[config.mk]
export PLATFORM = sky130hd
export DESIGN_NAME = playfair_digraph_cipher
export DESIGN_NICKNAME = d
export VERILOG_FILES = /design/src/hdl/pfc_pkg.sv /design/src/hdl/pfc_lane.sv /design/src/hdl/pfc_merge.sv /design/src/hdl/playfair_digraph_cipher.sv
export SDC_FILE = /design/constraint.sdc
export NUM_CORES = 1
export LEC_CHECK = 0
export ABC_AREA = 1
export BUFFER_PORTS_ARGS = -buffer_cell sky130_fd_sc_hd__buf_2
export CORE_MARGIN = 2
export CORE_UTILIZATION = 30
export CTS_BUF_LIST = sky130_fd_sc_hd__clkbuf_4 sky130_fd_sc_hd__clkbuf_8
export DETAILED_ROUTE_END_ITERATION = 6
export GPL_TIMING_DRIVEN = 0
export PLACE_DENSITY = 0.52
export SYNTH_ARGS = -nofsm -noshare
export SYNTH_HDL_FRONTEND = slang
export SYNTH_SLANG_ARGS = --single-unit
[constraint.sdc]
create_clock -name clk -period 3.22 [get_ports clk]
set_input_delay 0.161 -clock clk [delete_from_list [all_inputs] [get_ports clk]]
set_output_delay 0.161 -clock clk [all_outputs]
set_load 0.01 [all_outputs]
[src/hdl/pfc_pkg.sv]
package pfc_pkg;

    localparam int SQUARE_SIDE  = 5;
    localparam int CELL_COUNT   = SQUARE_SIDE * SQUARE_SIDE;
    localparam int LETTER_COUNT = 26;
    localparam int LETTER_W     = 5;
    localparam int POS_W        = $clog2(SQUARE_SIDE);
    localparam int FILL_W       = $clog2(CELL_COUNT + 1);

    localparam logic [LETTER_W-1:0] LETTER_I = LETTER_W'(8);
    localparam logic [LETTER_W-1:0] LETTER_J = LETTER_W'(9);
    localparam logic [LETTER_W-1:0] LETTER_Z = LETTER_W'(25);

    typedef enum logic [2:0] {
        CMD_CLEAR   = 3'd0,
        CMD_KEY     = 3'd1,
        CMD_FINISH  = 3'd2,
        CMD_ENCRYPT = 3'd3,
        CMD_DECRYPT = 3'd4
    } pfc_cmd_t;

    typedef enum logic [1:0] {
        ST_IDLE,
        ST_FILL,
        ST_LOCATE,
        ST_SELECT
    } pfc_state_t;

    typedef struct packed {
        logic [2:0]          cmd;
        logic [LETTER_W-1:0] first_letter;
        logic [LETTER_W-1:0] second_letter;
    } pfc_in_t;

    typedef struct packed {
        logic [LETTER_W-1:0] first_out;
        logic [LETTER_W-1:0] second_out;
        logic                not_ready;
    } pfc_out_t;

    // pair letters as looked up in the square
    typedef struct packed {
        logic [LETTER_W-1:0] a;
        logic [LETTER_W-1:0] b;
    } pfc_look_t;

    // row and column of the two output cells
    typedef struct packed {
        logic [POS_W-1:0] r1;
        logic [POS_W-1:0] c1;
        logic [POS_W-1:0] r2;
        logic [POS_W-1:0] c2;
    } pfc_target_t;

    typedef struct packed {
        logic                match_a;
        logic                match_b;
        logic [LETTER_W-1:0] pick_a;
        logic [LETTER_W-1:0] pick_b;
    } pfc_lane_out_t;

    // saturate above z, then j is taken as i
    function automatic logic [LETTER_W-1:0] norm_letter(input logic [LETTER_W-1:0] l);
        logic [LETTER_W-1:0] s;
        s = (l > LETTER_Z) ? LETTER_Z : l;
        return (s == LETTER_J) ? LETTER_I : s;
    endfunction

    // one place forward or back around the square
    function automatic logic [POS_W-1:0] step_pos(input logic [POS_W-1:0] p,
                                                  input logic back);
        logic [POS_W-1:0] r;
        if (back)
            r = (p == '0) ? POS_W'(SQUARE_SIDE - 1) : p - POS_W'(1);
        else
            r = (p == POS_W'(SQUARE_SIDE - 1)) ? '0 : p + POS_W'(1);
        return r;
    endfunction

endpackage

[src/hdl/pfc_lane.sv]
module pfc_lane
    import pfc_pkg::*;
#(
    parameter int ROW = 0,
    parameter int COL = 0
)
(
    input  logic                clk,
    input  logic                wr_en,
    input  logic [LETTER_W-1:0] wr_letter,
    input  pfc_look_t           look,
    input  pfc_target_t         target,
    output pfc_lane_out_t       lane_out
);

    logic [LETTER_W-1:0] cell_reg;

    always_ff @(posedge clk)
    begin
        if (wr_en)
        begin
            cell_reg <= wr_letter;
        end
    end

    // match the pair letters, and offer this cell if it is a target
    always_comb
    begin
        lane_out.match_a = (cell_reg == look.a);
        lane_out.match_b = (cell_reg == look.b);
        lane_out.pick_a  = (target.r1 == POS_W'(ROW) && target.c1 == POS_W'(COL))
                           ? cell_reg : '0;
        lane_out.pick_b  = (target.r2 == POS_W'(ROW) && target.c2 == POS_W'(COL))
                           ? cell_reg : '0;
    end

endmodule

[src/hdl/pfc_merge.sv]
module pfc_merge
    import pfc_pkg::*;
(
    input  logic [CELL_COUNT-1:0] match_a,
    input  logic [CELL_COUNT-1:0] match_b,
    input  logic                  decrypt,
    output pfc_target_t           target
);

    logic [POS_W-1:0] r1;
    logic [POS_W-1:0] c1;
    logic [POS_W-1:0] r2;
    logic [POS_W-1:0] c2;

    // one-hot lane matches to row and column
    always_comb
    begin
        r1 = '0;
        c1 = '0;
        r2 = '0;
        c2 = '0;
        for (int k = 0; k < CELL_COUNT; k++)
        begin
            if (match_a[k])
            begin
                r1 = r1 | POS_W'(k / SQUARE_SIDE);
                c1 = c1 | POS_W'(k % SQUARE_SIDE);
            end
            if (match_b[k])
            begin
                r2 = r2 | POS_W'(k / SQUARE_SIDE);
                c2 = c2 | POS_W'(k % SQUARE_SIDE);
            end
        end
    end

    always_comb
    begin
        if (r1 == r2)
        begin
            target.r1 = r1;
            target.c1 = step_pos(c1, decrypt);
            target.r2 = r2;
            target.c2 = step_pos(c2, decrypt);
        end
        else if (c1 == c2)
        begin
            target.r1 = step_pos(r1, decrypt);
            target.c1 = c1;
            target.r2 = step_pos(r2, decrypt);
            target.c2 = c2;
        end
        else
        begin
            target.r1 = r1;
            target.c1 = c2;
            target.r2 = r2;
            target.c2 = c1;
        end
    end

endmodule

[src/hdl/playfair_digraph_cipher.sv]
// playfair cipher on a 5x5 key square, letters coded 0 for a to 25 for z.
// a transaction is taken when start is high and busy is low. clear and key
// letter leave busy low; finish walks the alphabet, one letter a cycle, and
// keeps busy high while it walks; an encrypt or decrypt pair passes through
// the 25 compare lanes and then the output select, and its result shows on
// result with valid high for exactly one cycle, after the LOCATE and SELECT
// states (a pair sent before finish answers in the next cycle with not_ready
// set and zero letters). the receiver cannot stall: a result is gone after
// its one cycle. key square cells have no reset; they are all written by
// the time a pair can read them.
module playfair_digraph_cipher
    import pfc_pkg::*;
(
    input  logic     clk,
    input  logic     rst_n,
    input  logic     start,
    output logic     busy,
    input  pfc_in_t  command,
    output logic     valid,
    output pfc_out_t result
);

    pfc_state_t state_reg;
    pfc_state_t state_next;

    logic [LETTER_COUNT-1:0] used_reg;
    logic [LETTER_COUNT-1:0] used_next;
    logic [FILL_W-1:0]       fill_reg;
    logic [FILL_W-1:0]       fill_next;
    logic                    ready_reg;
    logic                    ready_next;
    logic [LETTER_W-1:0]     walk_reg;
    logic [LETTER_W-1:0]     walk_next;

    pfc_look_t   look_reg;
    logic        decrypt_reg;
    pfc_target_t target_reg;
    pfc_target_t target_comb;

    logic     valid_reg;
    logic     valid_next;
    pfc_out_t result_reg;
    pfc_out_t result_next;

    // fsm outputs
    logic accept;
    logic fill_active;
    logic locate_en;
    logic select_en;

    logic                is_pair;
    logic [LETTER_W-1:0] place_letter;
    logic                place_req;
    logic                used_hit;
    logic                place_en;

    logic [CELL_COUNT-1:0] match_a;
    logic [CELL_COUNT-1:0] match_b;
    pfc_lane_out_t         lane_out [CELL_COUNT];
    logic [LETTER_W-1:0]   pick_a;
    logic [LETTER_W-1:0]   pick_b;

    assign is_pair = (command.cmd == CMD_ENCRYPT) || (command.cmd == CMD_DECRYPT);

    // next state
    always_comb
    begin
        state_next = state_reg;
        case (state_reg)
            ST_IDLE:
            begin
                if (start)
                begin
                    if (command.cmd == CMD_FINISH)
                        state_next = ST_FILL;
                    else if (is_pair && ready_reg)
                        state_next = ST_LOCATE;
                end
            end
            ST_FILL:
            begin
                if (walk_reg == LETTER_W'(LETTER_COUNT - 1))
                    state_next = ST_IDLE;
            end
            ST_LOCATE: state_next = ST_SELECT;
            ST_SELECT: state_next = ST_IDLE;
            default:   state_next = ST_IDLE;
        endcase
    end

    // fsm outputs
    always_comb
    begin
        busy        = 1'b1;
        accept      = 1'b0;
        fill_active = 1'b0;
        locate_en   = 1'b0;
        select_en   = 1'b0;
        case (state_reg)
            ST_IDLE:
            begin
                busy   = 1'b0;
                accept = start;
            end
            ST_FILL:   fill_active = 1'b1;
            ST_LOCATE: locate_en   = 1'b1;
            ST_SELECT: select_en   = 1'b1;
            default:   busy        = 1'b1;
        endcase
    end

    // letter placement, shared by key letter and the finish walk
    assign place_letter = fill_active ? walk_reg : command.first_letter;
    assign place_req    = fill_active || (accept && command.cmd == CMD_KEY);
    assign used_hit     = |(used_reg & (LETTER_COUNT'(1) << place_letter));
    assign place_en     = place_req
                          && (place_letter < LETTER_W'(LETTER_COUNT))
                          && (place_letter != LETTER_J)
                          && !used_hit
                          && (fill_reg < FILL_W'(CELL_COUNT));

    always_comb
    begin
        used_next  = used_reg;
        fill_next  = fill_reg;
        ready_next = ready_reg;
        walk_next  = walk_reg;
        if (accept && command.cmd == CMD_CLEAR)
        begin
            used_next  = LETTER_COUNT'(1) << LETTER_J;
            fill_next  = '0;
            ready_next = 1'b0;
        end
        if (place_en)
        begin
            used_next = used_reg | (LETTER_COUNT'(1) << place_letter);
            fill_next = fill_reg + FILL_W'(1);
        end
        if (accept && command.cmd == CMD_FINISH)
            walk_next = '0;
        if (fill_active)
        begin
            walk_next = walk_reg + LETTER_W'(1);
            if (walk_reg == LETTER_W'(LETTER_COUNT - 1))
                ready_next = 1'b1;
        end
    end

    // compare lanes, one per square cell
    for (genvar r = 0; r < SQUARE_SIDE; r++)
    begin : g_row
        for (genvar c = 0; c < SQUARE_SIDE; c++)
        begin : g_col
            pfc_lane #(
                .ROW (r),
                .COL (c)
            ) u_lane (
                .clk       (clk),
                .wr_en     (place_en && fill_reg == FILL_W'(r * SQUARE_SIDE + c)),
                .wr_letter (place_letter),
                .look      (look_reg),
                .target    (target_reg),
                .lane_out  (lane_out[r * SQUARE_SIDE + c])
            );
        end
    end

    // gather lane matches and picks
    always_comb
    begin
        pick_a = '0;
        pick_b = '0;
        for (int k = 0; k < CELL_COUNT; k++)
        begin
            match_a[k] = lane_out[k].match_a;
            match_b[k] = lane_out[k].match_b;
            pick_a     = pick_a | lane_out[k].pick_a;
            pick_b     = pick_b | lane_out[k].pick_b;
        end
    end

    pfc_merge u_merge (
        .match_a (match_a),
        .match_b (match_b),
        .decrypt (decrypt_reg),
        .target  (target_comb)
    );

    // result register
    always_comb
    begin
        valid_next  = 1'b0;
        result_next = result_reg;
        if (accept && is_pair && !ready_reg)
        begin
            valid_next  = 1'b1;
            result_next = '{first_out: '0, second_out: '0, not_ready: 1'b1};
        end
        else if (select_en)
        begin
            valid_next  = 1'b1;
            result_next = '{first_out: pick_a, second_out: pick_b, not_ready: 1'b0};
        end
    end

    always_ff @(posedge clk or negedge rst_n)
    begin
        if (!rst_n)
        begin
            state_reg <= ST_IDLE;
            used_reg  <= LETTER_COUNT'(1) << LETTER_J;
            fill_reg  <= '0;
            ready_reg <= 1'b0;
            walk_reg  <= '0;
            valid_reg <= 1'b0;
        end
        else
        begin
            state_reg <= state_next;
            used_reg  <= used_next;
            fill_reg  <= fill_next;
            ready_reg <= ready_next;
            walk_reg  <= walk_next;
            valid_reg <= valid_next;
        end
    end

    // payload registers
    always_ff @(posedge clk)
    begin
        result_reg <= result_next;
        if (accept && is_pair)
        begin
            look_reg.a  <= norm_letter(command.first_letter);
            look_reg.b  <= norm_letter(command.second_letter);
            decrypt_reg <= (command.cmd == CMD_DECRYPT);
        end
        if (locate_en)
        begin
            target_reg <= target_comb;
        end
    end

    assign valid  = valid_reg;
    assign result = result_reg;

    // a finished square holds every letter but j exactly once
    a_lane_onehot: assert property (@(posedge clk) disable iff (!rst_n)
        locate_en |-> ($onehot(match_a) && $onehot(match_b)))
        else $error("pair letter not found exactly once in key square");

    a_j_never_placed: assert property (@(posedge clk) disable iff (!rst_n)
        used_reg[LETTER_J] && fill_reg <= FILL_W'(CELL_COUNT))
        else $error("j cleared or fill position past end of square");

    a_ready_full: assert property (@(posedge clk) disable iff (!rst_n)
        ready_reg |-> (fill_reg == FILL_W'(CELL_COUNT)))
        else $error("square marked ready before it is full");

    a_cipher_ready: assert property (@(posedge clk) disable iff (!rst_n)
        (valid_reg && !result_reg.not_ready) |-> (ready_reg && !busy))
        else $error("cipher result without a finished square");

    a_select_result: assert property (@(posedge clk) disable iff (!rst_n)
        select_en |=> (valid_reg && $past(state_reg) == ST_SELECT))
        else $error("select cycle gave no result");

endmodule

==> impl_metrics.toml <==
[outcome]
status = "finished, violations left"
failed_checks = "max-capacitance violations, max-slew violations, negative setup slack"

[worst_setup_path]
crit_arrival_ns = 3.79
reg2reg_depth = 8
critPathMaxFanout = 5
cpMaxStageDelayCell = "nor3_1"
cpPeakStageDelay_ns = 0.78
cp_cell_sequence = "nor3_1, inv_1, nor2_2, inv_1, o22ai_1, nor3_1, and3_1, a21oi_1"
required_ns = 3.76
r2r-end = "result[3]"
start_kind = "flip-flop"
ff2ff_setup_slack_ns = -0.04
path_class = "flip-flop to flip-flop"
r2r-start = "target_reg[4]"
end_kind = "flip-flop"

[drt]
drt_iter0_drc = 1443
post_drt_wl_per_cell_um = 28.60
num_vias = 14970
via_per_inst = 5.267
firstDrtPassIters = 6
postRouteAntennaNets = 0
wirelength_um = 81300
drc = 0

[logic_synthesis]
yosys.area.top_type = "edfxtp_1"
syn_area_sq_mm = 0.01475
synth_ff_type = "edfxtp_1"
yosysSeqAreaShare = 0.3823
syn_inst = 2070
post_synth.cell_area_avg_sq_um = 7.128
synth_async_sr_flop_share = 0.1970
synth_top_area_frac = 0.3012
synth.distinct_cells = 57
synth_edf_count = 148
syn_nets = 2105
ys_warn_count = 0
yosys_register_bits = 198
synthTopCellsByArea = "edfxtp_1, nand2_1, dfrtp_1, inv_1, nor2_1"

[power_and_ir_drop]
power_frac_clock = 0.203
total_power_mw = 8.675
intPower_mw = 4.824
p_sw_mw = 3.851
ir_drop_uv = 410.7
pwr-share-comb = 0.404
switching_share = 0.4439
power_frac_seq = 0.393
p_leak_nw = 7.795
p_per_area_mw_per_mm2 = 506.0

[sta]
max-slew-margin-rel = -0.01603
fin_crit_ns = 3.257
tns_ns = -0.06049
hold_viol = 0
slew_viol_final = 8
finalSetupViolations = 2
setup_slack_ns = -0.03671
rsz0062_at_grt = "yes"
finClkSkew_ns = 0.02955
worst_pin_slew_ns = 1.512
min_period_over_period = 1.011
clock.fmax_mhz = 307.1

[placement]
gp_congestion = 1.060
dp_hpwl_um = 65690
dp_cells = 2767
io_buffers = 28

[clock_network]
cts_tree = "done"
root_buffer = "clkbuf_8"
clk_pin_slew_ns = 0.12
h-tree-depth = 4
clock_sinks = 198
clock_latency_ns = 0.59
ctsLongestPathBuffers = 2
cts_buffers = 17

[floorplanning]
fp.dieH_um = 225.8
start_util = 0.3027
core_sq_mm = 0.04875
die_area_sq_mm = 0.05097
die_w_um = 225.8
io_pins = 29
num_rows = 81

[min_path]
worstHoldPathCells = 5
holdCritStartpoint = "command[12]"
min_to = "walk_reg[4]"
hold_class = "primary input to flip-flop"

[grt]
grt_pass1_vias = 14150
grt_overflow = 0
grt_max_degree = 40
grt_pass1_wl_um = 111300
grt_use_total = 0.3224
antenna_found_initial = 3

[finish]
fin_cells = 2843
seq_area_sq_mm = 0.005642
layout-drive-gt1-share = 0.1240
n_fill_cell = 5205
area_growth_pct = 16.20
largest_reg_flops = 125
multiInputGateArea_sq_mm = 0.008103
nets = 2200

[flow_run]
max_cap_viol_count = 1
power groups by stage:
stage | clock network (mW) | logic, mW | registers (mW)
2_1_floorplan | 0 | 1.84 | 3.39
6_report | 1.76 | 3.51 | 3.41
3_3_place_gp | 0 | 3.04 | 3.47
4_1_cts | 1.82 | 3.38 | 3.40
3_5_place_dp | 0 | 3.18 | 3.45
5_1_grt | 1.89 | 3.73 | 3.43
layout by cell type, fill, tap and decap left out, drive strengths merged, types with 4 or more instances in the layout:
cell | Yosys | final
a211oi | 10 | 10
a21boi | 14 | 14
a21oi | 48 | 48
a31o | 8 | 8
a31oi | 4 | 4
buf | 46 | 103
clkbuf | 14 | 34
clkinv | 3 | 10
clkinvlp | 0 | 4
dfrtp | 39 | 39
dfxtp | 11 | 11
dlygate4sd3 | 0 | 17
edfxtp | 148 | 148
ha | 19 | 19
inv | 260 | 262
nand2 | 710 | 710
nand3 | 147 | 147
nand3b | 4 | 4
nand4 | 31 | 31
nor2 | 239 | 239
nor3 | 38 | 38
nor4 | 10 | 10
o2111ai | 16 | 16
o211ai | 5 | 5
o21ai | 63 | 63
o22ai | 45 | 45
or2 | 5 | 5
xnor2 | 61 | 61
xor2 | 56 | 56
cells by family after synthesis:
| logic type | count (synthesis) | share of synthesized area |
|---|---|---|
| xor+xnor | 117 | 0.06945 |
| buf+inv | 323 | 0.09210 |
| flops | 198 | 0.3823 |
| fa+ha+maj | 19 | 0.01611 |
| compound gates | 225 | 0.1002 |
| simple gates | 1188 | 0.3398 |
synth_stat cells (4+ instances only):
master	n
nand2_1	702
inv_1	250
nor2_1	227
edfxtp_1	148
nand3_1	145
xnor2_1	61
xor2_1	56
o21ai_0	55
o22ai_1	45
dfrtp_1	39
a21oi_1	37
nand4_1	31
nor3_1	25
buf_4	21
ha_1	19
buf_2	18
o2111ai_1	16
clkbuf_1	14
nor3_2	13
a21oi_2	11
dfxtp_1	11
a211oi_1	10
inv_2	10
nor4_1	10
a31o_2	8
a21boi_1	6
buf_6	6
nand2_2	6
nor2_2	6
o21ai_2	6
a21boi_0	5
nor2_4	5
o211ai_1	5
or2_2	5
a31oi_1	4
nand3b_1	4
per-layer routing:
metal | share of wire | up-vias | global-route usage | wire (um)
li1 | - | 6905 | - | -
met1 | 0.41 | 7327 | 0.4038 | 33590
met2 | 0.46 | 586 | 0.5225 | 37610
met3 | 0.064 | 156 | 0.05477 | 5182
met4 | 0.061 | 0 | 0.1880 | 4921
met5 | 0 | - | 0 | 0
critical path: cells and delay by family (launching register included):
| kind | cells | cell delay (ns) |
|---|---|---|
| flip-flops | 1 | 0.48 |
| buffers and inverters | 2 | 0.36 |
| AND/OR/NAND/NOR | 4 | 1.66 |
| AO/OA/AOI/OAI | 2 | 0.68 |
worst max-delay path by stage:
stage	start	endpoint	slack, ns	cells after the start
floorplan	state_reg[1]	g_row[2].g_col[2].u_lane.cell_reg[0]	0.36	13
global placement	state_reg[1]	g_row[0].g_col[1].u_lane.cell_reg[3]	-1.72	13
detailed placement	state_reg[1]	g_row[0].g_col[1].u_lane.cell_reg[3]	-0.73	13
CTS	look_reg[9]	target_reg[1]	0.002	16
global route	state_reg[0]	g_row[0].g_col[1].u_lane.cell_reg[4]	-0.02	15
finish	target_reg[4]	result[3]	-0.04	8
through the flow:
step                worst slack (ns)  hold slack [ns]  cell area (sq um)  utilization
finish                      -0.03671           0.1200              17140       0.3517
global route                -0.02343           0.1350              17140       0.3516
CTS                         0.002098          0.06995              16810       0.3448
detailed placement           -0.7305           0.3455              15880       0.3258
global placement              -1.720           0.3505              15730       0.3226
floorplan                     0.3580          -0.1346              14750            -
cell type report:
| class | count | area share |
|---|---|---|
| flip-flops and latches | 198 | 0.3291 |
| plain buffers | 60 | 0.02416 |
| repair buffers | 76 | 0.04240 |
| well taps | 664 | 0.04846 |
| clock inverters | 14 | 0.009488 |
| multi-input cells | 1549 | 0.4726 |
| diodes | 1 | 0.0001460 |
| inverters | 263 | 0.05919 |
| clock buffers | 18 | 0.01445 |
what timing repair did:
| action | CTS | global route |
|---|---|---|
| endpoints found under the setup margin | 142 | 133 |
| hold buffers | 17 | 0 |
| gates resized for setup | 68 | 37 |
| endpoints found under the hold margin | 54 | 0 |
| pin swaps | 6 | 8 |
| buffers inserted | 10 | 16 |
Note: power is estimated with default switching activity, not from simulation.
